===== src/rtl/gfbs_pkg.sv =====
package gfbs_pkg;

  localparam int unsigned STACK_DEPTH_DEF    = 32;
  localparam int unsigned BLOCK_NUM_BITS_DEF = 24;
  localparam int unsigned OPCODE_W           = 2;
  localparam int unsigned KIND_W             = 2;

  typedef enum logic [OPCODE_W-1:0] {
    OP_ALLOC = 2'd0,
    OP_FREE  = 2'd1,
    OP_FILL  = 2'd2
  } opcode_e;

  typedef enum logic [KIND_W-1:0] {
    KIND_ALLOC = 2'd0,
    KIND_FREED = 2'd1,
    KIND_SPILL = 2'd2,
    KIND_ERROR = 2'd3
  } kind_e;

  // cell shift: DOWN moves entries away from the top, UP pops toward it
  typedef enum logic [1:0] {
    SH_HOLD = 2'd0,
    SH_DOWN = 2'd1,
    SH_UP   = 2'd2
  } shift_e;

  typedef enum logic {
    ST_IDLE  = 1'b0,
    ST_SPILL = 1'b1
  } state_e;

endpackage


===== src/rtl/gfbs_cell.sv =====
module gfbs_cell #(
  parameter int unsigned BLOCK_NUM_BITS = gfbs_pkg::BLOCK_NUM_BITS_DEF
) (
  input  logic                      clk_i,
  input  gfbs_pkg::shift_e          shift_op_i,
  input  logic [BLOCK_NUM_BITS-1:0] from_up_i,
  input  logic [BLOCK_NUM_BITS-1:0] from_down_i,
  output logic [BLOCK_NUM_BITS-1:0] entry_o
);

  logic [BLOCK_NUM_BITS-1:0] entry_q, entry_d;

  always_comb begin
    case (shift_op_i)
      gfbs_pkg::SH_DOWN: entry_d = from_up_i;
      gfbs_pkg::SH_UP:   entry_d = from_down_i;
      default:           entry_d = entry_q;
    endcase
  end

  always_ff @(posedge clk_i) begin
    entry_q <= entry_d;
  end

  assign entry_o = entry_q;

endmodule


===== src/rtl/gfbs_ctrl.sv =====
module gfbs_ctrl #(
  parameter int unsigned STACK_DEPTH    = gfbs_pkg::STACK_DEPTH_DEF,
  parameter int unsigned BLOCK_NUM_BITS = gfbs_pkg::BLOCK_NUM_BITS_DEF
) (
  input  logic                            clk_i,
  input  logic                            rst_ni,
  input  logic                            s_valid_i,
  output logic                            s_ready_o,
  input  logic [gfbs_pkg::OPCODE_W-1:0]   opcode_i,
  input  logic [BLOCK_NUM_BITS-1:0]       block_number_i,
  input  logic [BLOCK_NUM_BITS-1:0]       fill_entry_i,
  input  logic [BLOCK_NUM_BITS-1:0]       top_entry_i,
  input  logic [BLOCK_NUM_BITS-1:0]       bottom_entry_i,
  output gfbs_pkg::shift_e                shift_op_o,
  output logic [BLOCK_NUM_BITS-1:0]       shift_data_o,
  output logic                            m_valid_o,
  input  logic                            m_ready_i,
  output logic [gfbs_pkg::KIND_W-1:0]     kind_o,
  output logic [BLOCK_NUM_BITS-1:0]       result_block_o,
  output logic [BLOCK_NUM_BITS-1:0]       spill_entry_o,
  output logic                            fill_request_o,
  output logic                            last_o
);

  localparam int unsigned CNT_W = $clog2(STACK_DEPTH + 1);
  localparam int unsigned IDX_W = $clog2(STACK_DEPTH);

  gfbs_pkg::state_e state_q, state_d;
  logic [CNT_W-1:0] count_q, count_d;
  logic             reloading_q, reloading_d;
  logic [IDX_W-1:0] reload_idx_q, reload_idx_d;
  logic [IDX_W-1:0] spill_cnt_q, spill_cnt_d;
  logic             m_valid_q, m_valid_d;

  logic [BLOCK_NUM_BITS-1:0] spill_blk_q, spill_blk_d;
  gfbs_pkg::kind_e           res_kind_q, res_kind_d;
  logic [BLOCK_NUM_BITS-1:0] res_block_q, res_block_d;
  logic [BLOCK_NUM_BITS-1:0] res_spill_q, res_spill_d;
  logic                      res_fill_q, res_fill_d;
  logic                      res_last_q, res_last_d;

  logic out_free;
  logic take;

  assign out_free  = !m_valid_q || m_ready_i;
  assign s_ready_o = (state_q == gfbs_pkg::ST_IDLE) && out_free;
  assign take      = s_valid_i && s_ready_o;

  always_comb begin
    state_d      = state_q;
    count_d      = count_q;
    reloading_d  = reloading_q;
    reload_idx_d = reload_idx_q;
    spill_cnt_d  = spill_cnt_q;
    spill_blk_d  = spill_blk_q;
    m_valid_d    = m_valid_q && !m_ready_i;
    res_kind_d   = res_kind_q;
    res_block_d  = res_block_q;
    res_spill_d  = res_spill_q;
    res_fill_d   = res_fill_q;
    res_last_d   = res_last_q;
    shift_op_o   = gfbs_pkg::SH_HOLD;
    shift_data_o = block_number_i;

    case (state_q)
      gfbs_pkg::ST_IDLE: begin
        if (take) begin
          // error result unless an arm below says otherwise
          m_valid_d   = 1'b1;
          res_kind_d  = gfbs_pkg::KIND_ERROR;
          res_block_d = '0;
          res_spill_d = '0;
          res_fill_d  = 1'b0;
          res_last_d  = 1'b1;
          case (opcode_i)
            gfbs_pkg::OP_ALLOC: begin
              if (!reloading_q && count_q != '0) begin
                res_kind_d  = gfbs_pkg::KIND_ALLOC;
                res_block_d = top_entry_i;
                shift_op_o  = gfbs_pkg::SH_UP;
                count_d     = count_q - CNT_W'(1);
                if (count_q == CNT_W'(1)) begin
                  res_fill_d   = 1'b1;
                  reloading_d  = 1'b1;
                  reload_idx_d = '0;
                end
              end
            end
            gfbs_pkg::OP_FREE: begin
              if (!reloading_q) begin
                if (count_q == CNT_W'(STACK_DEPTH)) begin
                  m_valid_d   = m_valid_q && !m_ready_i;
                  spill_blk_d = block_number_i;
                  spill_cnt_d = '0;
                  state_d     = gfbs_pkg::ST_SPILL;
                end else begin
                  res_kind_d = gfbs_pkg::KIND_FREED;
                  shift_op_o = gfbs_pkg::SH_DOWN;
                  count_d    = count_q + CNT_W'(1);
                end
              end
            end
            gfbs_pkg::OP_FILL: begin
              if (reloading_q) begin
                m_valid_d    = m_valid_q && !m_ready_i;
                shift_op_o   = gfbs_pkg::SH_DOWN;
                shift_data_o = fill_entry_i;
                reload_idx_d = reload_idx_q + IDX_W'(1);
                if (reload_idx_q == IDX_W'(STACK_DEPTH - 1)) begin
                  count_d      = CNT_W'(STACK_DEPTH);
                  reloading_d  = 1'b0;
                  reload_idx_d = '0;
                end
              end
            end
            default: ;
          endcase
        end
      end
      gfbs_pkg::ST_SPILL: begin
        if (out_free) begin
          // bottom cell leaves first; the freed block fills in behind
          m_valid_d    = 1'b1;
          res_kind_d   = gfbs_pkg::KIND_SPILL;
          res_block_d  = spill_blk_q;
          res_spill_d  = bottom_entry_i;
          res_fill_d   = 1'b0;
          res_last_d   = 1'b0;
          shift_op_o   = gfbs_pkg::SH_DOWN;
          shift_data_o = spill_blk_q;
          spill_cnt_d  = spill_cnt_q + IDX_W'(1);
          if (spill_cnt_q == IDX_W'(STACK_DEPTH - 1)) begin
            res_last_d  = 1'b1;
            count_d     = CNT_W'(1);
            spill_cnt_d = '0;
            state_d     = gfbs_pkg::ST_IDLE;
          end
        end
      end
      default: state_d = gfbs_pkg::ST_IDLE;
    endcase
  end

  always_ff @(posedge clk_i or negedge rst_ni) begin
    if (!rst_ni) begin
      state_q      <= gfbs_pkg::ST_IDLE;
      count_q      <= '0;
      reloading_q  <= 1'b0;
      reload_idx_q <= '0;
      spill_cnt_q  <= '0;
      m_valid_q    <= 1'b0;
    end else begin
      state_q      <= state_d;
      count_q      <= count_d;
      reloading_q  <= reloading_d;
      reload_idx_q <= reload_idx_d;
      spill_cnt_q  <= spill_cnt_d;
      m_valid_q    <= m_valid_d;
    end
  end

  always_ff @(posedge clk_i) begin
    spill_blk_q <= spill_blk_d;
    res_kind_q  <= res_kind_d;
    res_block_q <= res_block_d;
    res_spill_q <= res_spill_d;
    res_fill_q  <= res_fill_d;
    res_last_q  <= res_last_d;
  end

  assign m_valid_o      = m_valid_q;
  assign kind_o         = res_kind_q;
  assign result_block_o = res_block_q;
  assign spill_entry_o  = res_spill_q;
  assign fill_request_o = res_fill_q;
  assign last_o         = res_last_q;

  a_count_bound: assert property (@(posedge clk_i) disable iff (!rst_ni)
    count_q <= CNT_W'(STACK_DEPTH))
    else $error("stack count above depth");

  a_reload_empty: assert property (@(posedge clk_i) disable iff (!rst_ni)
    reloading_q |-> (count_q == '0))
    else $error("stack not empty during reload");

  a_spill_full: assert property (@(posedge clk_i) disable iff (!rst_ni)
    (state_q == gfbs_pkg::ST_SPILL) |-> (count_q == CNT_W'(STACK_DEPTH) && !s_ready_o))
    else $error("spill without full stack or with input open");

  a_spill_end: assert property (@(posedge clk_i) disable iff (!rst_ni)
    (state_q == gfbs_pkg::ST_SPILL && state_d == gfbs_pkg::ST_IDLE) |=>
      (m_valid_q && res_last_q && count_q == CNT_W'(1)))
    else $error("spill did not end with last word and one entry");

  a_alloc_fill: assert property (@(posedge clk_i) disable iff (!rst_ni)
    (take && opcode_i == gfbs_pkg::OP_ALLOC && !reloading_q && count_q == CNT_W'(1))
      |=> (reloading_q && res_fill_q))
    else $error("emptying allocation did not start reload");

endmodule


===== src/rtl/grouped_free_block_stack_top.sv =====
// Channel   Dir  tdata (low bit up)                          tuser    tlast
// s_axis    in   block_number, fill_entry, zero pad          opcode   -
// m_axis    out  result_block, spill_entry, fill_request,    kind     last
//                zero pad
// Allocate, free and fill requests are taken one per cycle while the result
// side is ready and no spill runs. A full-stack free streams STACK_DEPTH
// spill words, one per cycle unless the result side stalls, as the cell
// chain shifts toward the bottom cell. Reset clears count and reload state;
// cell contents are undefined until written. A stalled result holds the
// input side only once the output register is occupied.
module grouped_free_block_stack_top #(
  parameter int unsigned STACK_DEPTH    = gfbs_pkg::STACK_DEPTH_DEF,
  parameter int unsigned BLOCK_NUM_BITS = gfbs_pkg::BLOCK_NUM_BITS_DEF,
  localparam int unsigned IN_DATA_W     = ((2 * BLOCK_NUM_BITS + 7) / 8) * 8,
  localparam int unsigned OUT_DATA_W    = ((2 * BLOCK_NUM_BITS + 1 + 7) / 8) * 8
) (
  input  logic                          clk_i,
  input  logic                          rst_ni,
  input  logic                          s_axis_tvalid_i,
  output logic                          s_axis_tready_o,
  // block_number, fill_entry
  input  logic [IN_DATA_W-1:0]          s_axis_tdata_i,
  // opcode
  input  logic [gfbs_pkg::OPCODE_W-1:0] s_axis_tuser_i,
  output logic                          m_axis_tvalid_o,
  input  logic                          m_axis_tready_i,
  // result_block, spill_entry, fill_request
  output logic [OUT_DATA_W-1:0]         m_axis_tdata_o,
  // kind
  output logic [gfbs_pkg::KIND_W-1:0]   m_axis_tuser_o,
  output logic                          m_axis_tlast_o
);

  localparam int unsigned B = BLOCK_NUM_BITS;

  gfbs_pkg::shift_e shift_op;
  logic [B-1:0]     shift_data;
  logic [B-1:0]     entry [STACK_DEPTH];
  logic [B-1:0]     result_block;
  logic [B-1:0]     spill_entry;
  logic             fill_request;

  gfbs_ctrl #(
    .STACK_DEPTH   (STACK_DEPTH),
    .BLOCK_NUM_BITS(B)
  ) u_ctrl (
    .clk_i         (clk_i),
    .rst_ni        (rst_ni),
    .s_valid_i     (s_axis_tvalid_i),
    .s_ready_o     (s_axis_tready_o),
    .opcode_i      (s_axis_tuser_i),
    .block_number_i(s_axis_tdata_i[B-1:0]),
    .fill_entry_i  (s_axis_tdata_i[2*B-1:B]),
    .top_entry_i   (entry[0]),
    .bottom_entry_i(entry[STACK_DEPTH-1]),
    .shift_op_o    (shift_op),
    .shift_data_o  (shift_data),
    .m_valid_o     (m_axis_tvalid_o),
    .m_ready_i     (m_axis_tready_i),
    .kind_o        (m_axis_tuser_o),
    .result_block_o(result_block),
    .spill_entry_o (spill_entry),
    .fill_request_o(fill_request),
    .last_o        (m_axis_tlast_o)
  );

  // cell 0 is the top of stack
  for (genvar i = 0; i < STACK_DEPTH; i++) begin : g_cell
    logic [B-1:0] from_up;
    logic [B-1:0] from_down;
    if (i == 0) begin : g_top
      assign from_up = shift_data;
    end else begin : g_mid
      assign from_up = entry[i-1];
    end
    if (i == STACK_DEPTH - 1) begin : g_bot
      assign from_down = entry[i];
    end else begin : g_above
      assign from_down = entry[i+1];
    end
    gfbs_cell #(
      .BLOCK_NUM_BITS(B)
    ) u_cell (
      .clk_i      (clk_i),
      .shift_op_i (shift_op),
      .from_up_i  (from_up),
      .from_down_i(from_down),
      .entry_o    (entry[i])
    );
  end

  assign m_axis_tdata_o = {{(OUT_DATA_W - 2 * B - 1){1'b0}}, fill_request, spill_entry,
                           result_block};

endmodule

===== config.mk =====
export PLATFORM = sky130hd
export DESIGN_NAME = grouped_free_block_stack_top
export DESIGN_NICKNAME = d
export VERILOG_FILES = /design/src/rtl/gfbs_pkg.sv /design/src/rtl/gfbs_cell.sv /design/src/rtl/gfbs_ctrl.sv /design/src/rtl/grouped_free_block_stack_top.sv
export SDC_FILE = /design/constraint.sdc
export NUM_CORES = 2
export LEC_CHECK = 0
export BUFFER_PORTS_ARGS = -buffer_cell sky130_fd_sc_hd__buf_4
export CAP_MARGIN = 20
export CORE_AREA = 2 2 221 267
export DETAILED_ROUTE_END_ITERATION = 10
export DIE_AREA = 0 0 223 269
export GPL_TIMING_DRIVEN = 0
export PLACE_DENSITY = 0.91
export RECOVER_POWER = 100
export SETUP_SLACK_MARGIN = 0.05
export SYNTH_ARGS = -nofsm -noshare
export SYNTH_HDL_FRONTEND = slang
export SYNTH_SLANG_ARGS = --single-unit

===== constraint.sdc =====
create_clock -name clk_i -period 27.2 [get_ports clk_i]
set_input_delay 1.36 -clock clk_i [delete_from_list [all_inputs] [get_ports clk_i]]
set_output_delay 1.36 -clock clk_i [all_outputs]
set_load 0.01 [all_outputs]

# [After elaboration in Yosys (flattened, before gate mapping)]
# Index checks and enable logic that the tools add are counted.
[word_totals] register_bits=863 mem_count=0 ram_bits=0 in_bits=54 output_inout_bits=61 mem_bits_ro=0 latch_bits=0
[op_classes] add_sub_neg=4 n_mux=110 n_mul=0 n_shift=0 n_lt_le_gt_ge=0 div_mod_pow=0 n_reduce_logical=18 n_eq_ne=23 n_bitwise=2
[op_table] operator="24-bit case mux with 2 select lines" count=34
[op_table] operator="24-bit two-way mux" count=10
[op_table] operator="5-bit two-way mux" count=10
[op_table] operator="6-bit two-way mux" count=8
[op_table] operator="1-bit two-way mux" count=26
[op_table] operator="5-bit case mux with 2 select lines" count=2
[op_table] operator="6-bit case mux with 3 select lines" count=1
[op_table] operator="2-bit two-way mux" count=8
[op_table] operator="5-bit AND reduction" count=3
[op_table] operator="3-bit inequality test, second input constant" count=4
[op_table] operator="1-bit case mux with 2 select lines" count=6
[op_table] operator="2-bit case mux with 2 select lines" count=3
[op_table] operator="6-bit case mux with 2 select lines" count=1
[op_table] operator="5-bit by 1-bit adder with 5-bit output, second input constant" count=2
[op_table] operator="5-bit == test, second input constant" count=2
[op_table] operator="2-bit inequality test, second input constant" count=5
[op_table] operator="9-bit AND reduction" count=1
[op_table] operator="2-bit by 1-bit inequality test with 1-bit output, second input constant" count=4
[op_table] operator="6-bit by 1-bit adder with 6-bit output, second input constant" count=1
[op_table] operator="6-bit by 1-bit == test with 1-bit output, second input constant" count=1
[op_table] operator="6-bit == test, second input constant" count=1
[op_table] operator="2-bit case mux with 3 select lines" count=1
[op_table] operator="6-bit AND reduction" count=1
[op_table] operator="6-bit nonzero test" count=1
[op_table] operator="12 further kinds" count=21

# [Depth between registers and ports, before layout]
[depth] ltp_word=8 mapped_depth=13 ltp_nobuf=10

# [Hierarchy]
# From an unflattened synthesis, not the netlist that was laid out.
[unflattened] cells_unflattened=2232 area_unflattened_um2=41483.5
[modules_own_cells] mod="gfbs_cell" cells_each=54 area_each_um2=1137.3 n_inst=32 seq_area_each_um2=720.7
[modules_own_cells] mod="gfbs_ctrl" cells_each=495 area_each_um2=5024.8 n_inst=1 seq_area_each_um2=2757.6
[modules_own_cells] mod="grouped_free_block_stack_top" cells_each=9 area_each_um2=63.8 n_inst=1 seq_area_each_um2=0.0

# [Worst setup path before layout]
# No wires, ideal clock.
[synth_timing] path_kind="input port to flip-flop" start="input s_axis_tuser_i[0] (netlist bit)" end="register g_cell[0].u_cell.entry_q[0], enable pin" path_slack_ns=9.164 setup_time_ns=1.089 path_stages=7 arrival_ns=16.947 path_cell_list="inv_1 ha_1 and2b_2 o21ai_0 or3_1 ha_1 inv_1"
[synth_via] elab_chain_cells=6 elab_cells_between_ends=9
[synth_rtl] element="start, declared" line="grouped_free_block_stack_top.sv:24" rtl="input logic [gfbs_pkg::OPCODE_W-1:0] s_axis_tuser_i,"
[synth_rtl] element="2-bit == test (tied with other cells)" line="gfbs_ctrl.sv:75" rtl="case (opcode_i)"
[synth_rtl] element="2-bit case mux with 3 select lines *" line="gfbs_ctrl.sv:75"
[synth_rtl] element="2-bit two-way mux *" line="gfbs_ctrl.sv:67" rtl="if (take) begin"
[synth_rtl] element="2-bit case mux with 2 select lines *" line="gfbs_ctrl.sv:65" rtl="case (state_q)"
[synth_rtl] element="2-bit by 1-bit == test with 1-bit output or 2-bit == test (tied branches)"
[synth_rtl] element="2-bit nonzero test (no line) *"
[synth_rtl] element="end signal, assigned" line="gfbs_cell.sv:22" rtl="entry_q <= entry_d;"
[synth_rtl] element="end, declared" line="gfbs_cell.sv:11" rtl="logic [BLOCK_NUM_BITS-1:0] entry_q, entry_d;"
# Mark *: on every way between the ends. The rest lies on a longest branch, timed or not.
# A chain may end at the register's enable or synchronous reset.

# [Worst setup path in the final report]
[layout_timing] start="register u_ctrl.count_q[0]" end="register g_cell[7].u_cell.entry_q[11], enable pin"
[layout_via] elab_chain_cells=8 elab_cells_between_ends=12
[layout_rtl] element="start, declared" line="gfbs_ctrl.sv:29" rtl="logic [CNT_W-1:0] count_q, count_d;"
[layout_rtl] element="start signal, assigned" line="gfbs_ctrl.sv:154" rtl="count_q <= count_d;"
[layout_rtl] element="6-bit == test or 6-bit nonzero test (tied branches)" line="gfbs_ctrl.sv:91, gfbs_ctrl.sv:77"
[layout_rtl] element="1-bit two-way mux or 1-bit logical AND (tied branches)" line="gfbs_ctrl.sv:91, gfbs_ctrl.sv:77"
[layout_rtl] element="2-bit two-way mux, on equally long branches" line="gfbs_ctrl.sv:90, gfbs_ctrl.sv:77"
[layout_rtl] element="2-bit case mux with 3 select lines *" line="gfbs_ctrl.sv:75"
[layout_rtl] element="2-bit two-way mux *" line="gfbs_ctrl.sv:67"
[layout_rtl] element="2-bit case mux with 2 select lines *" line="gfbs_ctrl.sv:65"
[layout_rtl] element="2-bit by 1-bit == test with 1-bit output or 2-bit == test (tied branches)"
[layout_rtl] element="2-bit nonzero test (no line) *"
[layout_rtl] element="end signal, assigned" line="gfbs_cell.sv:22"
[layout_rtl] element="end, declared" line="gfbs_cell.sv:11"
# Marked as above.

==> impl_metrics.toml <==
[clock_network]
cts_inserted_buffers = 80
hold_buffers = 0
htreeDepth = 3
post_cts_buffers = 0
cts_tree = "built"
clk_path_buf_depth = 3
cts-root-buf = "clkbuf_16"
cts_sinks = 863
postCtsResizedCells = 0
insertion_delay_ns = 0.64
clk_pin_slew_ns = 0.06

[routing]
drt_first_pass_iters = 8
via_per_inst = 6.46
wl_per_cell_um = 25.2
drt_iter0_drc = 2905
postRouteAntennaNets = 0
drc = 0
vias = 20300
routed_wl_um = 79100

[finish]
drive_above_1_share_pct = 35.6
fin_nets = 2402
diodes = 0
area_growth_pct = 11.0

[setup_path]
cp_max_fo = 132
arrival_ns = 14.67
path_cells = "inv_1 -> ha_1 -> nor4b_1 -> nand2_1 -> a21boi_0 -> o31ai_1 -> ha_1 -> clkinvlp_2 -> clkbuf_1 -> clkbuf_1"
end_kind = "register"
crit_family = "buffers and inverters"
crit_buf_inv = 4
slowest_delay_ns = 5.09
crit_path_start_kind = "register"
crit_slowest_cell = "clkbuf_1"
required_ns = 27.30
crit_type = "reg -> reg"

[floorplan]
io_pins = 115
core_um2 = 57600
die_area_um2 = 60000
rows = 97
die_w_um = 223
fp.dieH_um = 269
initial_core_util_pct = 64.1

[synth]
syn_area_per_cell_um2 = 17.4
syn_area_um2 = 37000
synth_enable_flop_cells = 844
syn_inst = 2131
synthTopCellsByArea = "edfxtp_1 (69%), mux2_2 (22%), nand2_1 (1.4%), dfrtp_1 (1.3%), o21ai_0 (1.1%)"
yosysMostFrequentCell = "edfxtp_1"
synthFlopType = "edfxtp_1"
netlist_top_cells_count = "edfxtp_1 (844), mux2_2 (730), nand2_1 (140)"
synthArstFlopShare_pct = 2.20
synth_top_area_share_pct = 68.5
synth_seq_area_share_pct = 69.8
ys_seq_elements = 863
yosys_warnings = 0
synth_cell_types = 57
synth_area_leader_cell = "edfxtp_1"

[global_route]
overflow = 0
antenna_found_initial = 0
grt_usage_pct = 26.1
grt_pass1_wl_um = 120000
grt_max_degree = 148
grt_pass1_vias = 20800

[min_path]
hp-class = "reg -> reg"

[timing]
post-route-period-util_pct = 53.6
fmax_ghz = 0.0686
setup-violations-final = 0
relSlewSlack_pct = -371
fin_crit_ns = 14.57
slew_violations = 497
setup-tns-final_ns = 0
hold_viol_final = 0
rsz0062_at_grt = "false"
clock_skew_ns = 0.0231
tightestPinTransition_ns = 7.07

[power]
p_per_area_nw_per_um2 = 97.9
power.leakage_nw = 13.3
ir_drop_mv = 0.0632
total_power_mw = 4.02

[run_status]
violations = "max-capacitance violations, max-slew violations"
status = "finished, violations left"

[placement]
port_buffers = 107
dp_hpwl_um = 50000
routabilityCongestion = 0.852

[flow_run]
cap_violations = 5
kinds of logic after synthesis:
family          share of synthesized area, %
flops                                   69.8
mux                                     22.7
simple gates                            3.24
buf+inv                                 1.83
compound gates                          1.75
fa+ha+maj                              0.474
xor+xnor                               0.118
other cells                           0.0101
registers in the layout (all words and copies together), names as in the netlist:
| register | flops |
|---|---|
| u_ctrl.state_q | 1 |
| u_ctrl.kind_o | 2 |
| g_cell.u_cell.entry_o | 768 |
| u_ctrl.result_block_o | 24 |
| u_ctrl.m_valid_o | 1 |
| u_ctrl.count_q | 6 |
| u_ctrl.spill_cnt_q | 5 |
| u_ctrl.spill_blk_q | 24 |
| u_ctrl.fill_request_o | 1 |
| u_ctrl.last_o | 1 |
| u_ctrl.spill_entry_o | 24 |
| u_ctrl.reloading_q | 1 |
| u_ctrl.reload_idx_q | 5 |
power breakdown:
| part | internal [mW] | total (mW) | switching [mW] |
|---|---|---|---|
| logic | 0.290 | 0.691 | 0.402 |
| clock network | 0.665 | 1.16 | 0.493 |
| registers | 1.98 | 2.17 | 0.184 |
final cells by class:
type | instances | area, um2
Sequential cell | 863 | 25800
Fill cell | 3203 | 16600
Multi-Input combinational cell | 1138 | 10500
Clock buffer | 102 | 2180
Tap cell | 742 | 928
Timing Repair Buffer | 115 | 581
Buffer | 127 | 554
Clock inverter | 45 | 488
Inverter | 9 | 35.0
metrics by stage:
step	setup WS (ns)	utilization [%]	area, um2	hold slack [ns]	instances
detailed placement	21.84	67.5	38900	0.435	2993
global placement	4.32	67.2	38700	0.432	2986
floorplan	9.16	-	37000	0.420	2137
global route	11.44	71.2	41000	0.461	3141
finish	12.63	71.2	41000	0.447	3141
CTS	22.48	72.2	41600	0.445	3140
cell usage in the layout, fill, tap and decap left out, types with 3 or more instances in the layout:
master,n
clkbuf_1,214
clkinv_2,14
xnor2_1,3
and2_0,16
o31ai_1,5
mux2_1,57
nand2_1,140
clkbuf_16,84
nand3_1,41
nor2b_1,3
buf_6,5
buf_4,33
o211ai_1,3
nor2_1,16
nor3_1,3
nand2b_1,5
clkinvlp_4,3
and2_1,10
inv_6,3
bufinv_16,10
ha_1,14
conb_1,7
edfxtp_1,844
inv_1,8
a21oi_1,4
mux2_2,689
clkinv_1,14
o21ai_0,82
dfrtp_1,19
worst paths after layout:
| check | startpoint | endpoint | slack [ns] | cells past startpoint |
|---|---|---|---|---|
| max in group asynchronous | rst_ni | u_ctrl.reloading_q | 25.58 | 1 |
| max reg2reg | u_ctrl.count_q[0] | g_cell[7].u_cell.entry_o[11] | 12.63 | 10 |
| max | u_ctrl.count_q[0] | g_cell[7].u_cell.entry_o[11] | 12.63 | 10 |
| min reg2reg | g_cell[30].u_cell.entry_o[20] | g_cell[31].u_cell.entry_o[20] | 0.45 | 0 |
| min | g_cell[30].u_cell.entry_o[20] | g_cell[31].u_cell.entry_o[20] | 0.45 | 0 |
| min in group asynchronous | rst_ni | u_ctrl.reload_idx_q[1] | 0.94 | 1 |
metal layers:
| metal | up-vias | share of wire, % | track usage (%) |
|---|---|---|---|
| met2 | 1183 | 52 | 46.5 |
| met3 | 239 | 7.3 | 3.47 |
| met5 | - | 0 | 0 |
| met4 | 0 | 3.6 | 10.4 |
| li1 | 8605 | - | - |
| met1 | 10300 | 37 | 32.7 |
(Power assumes the default switching activity.)
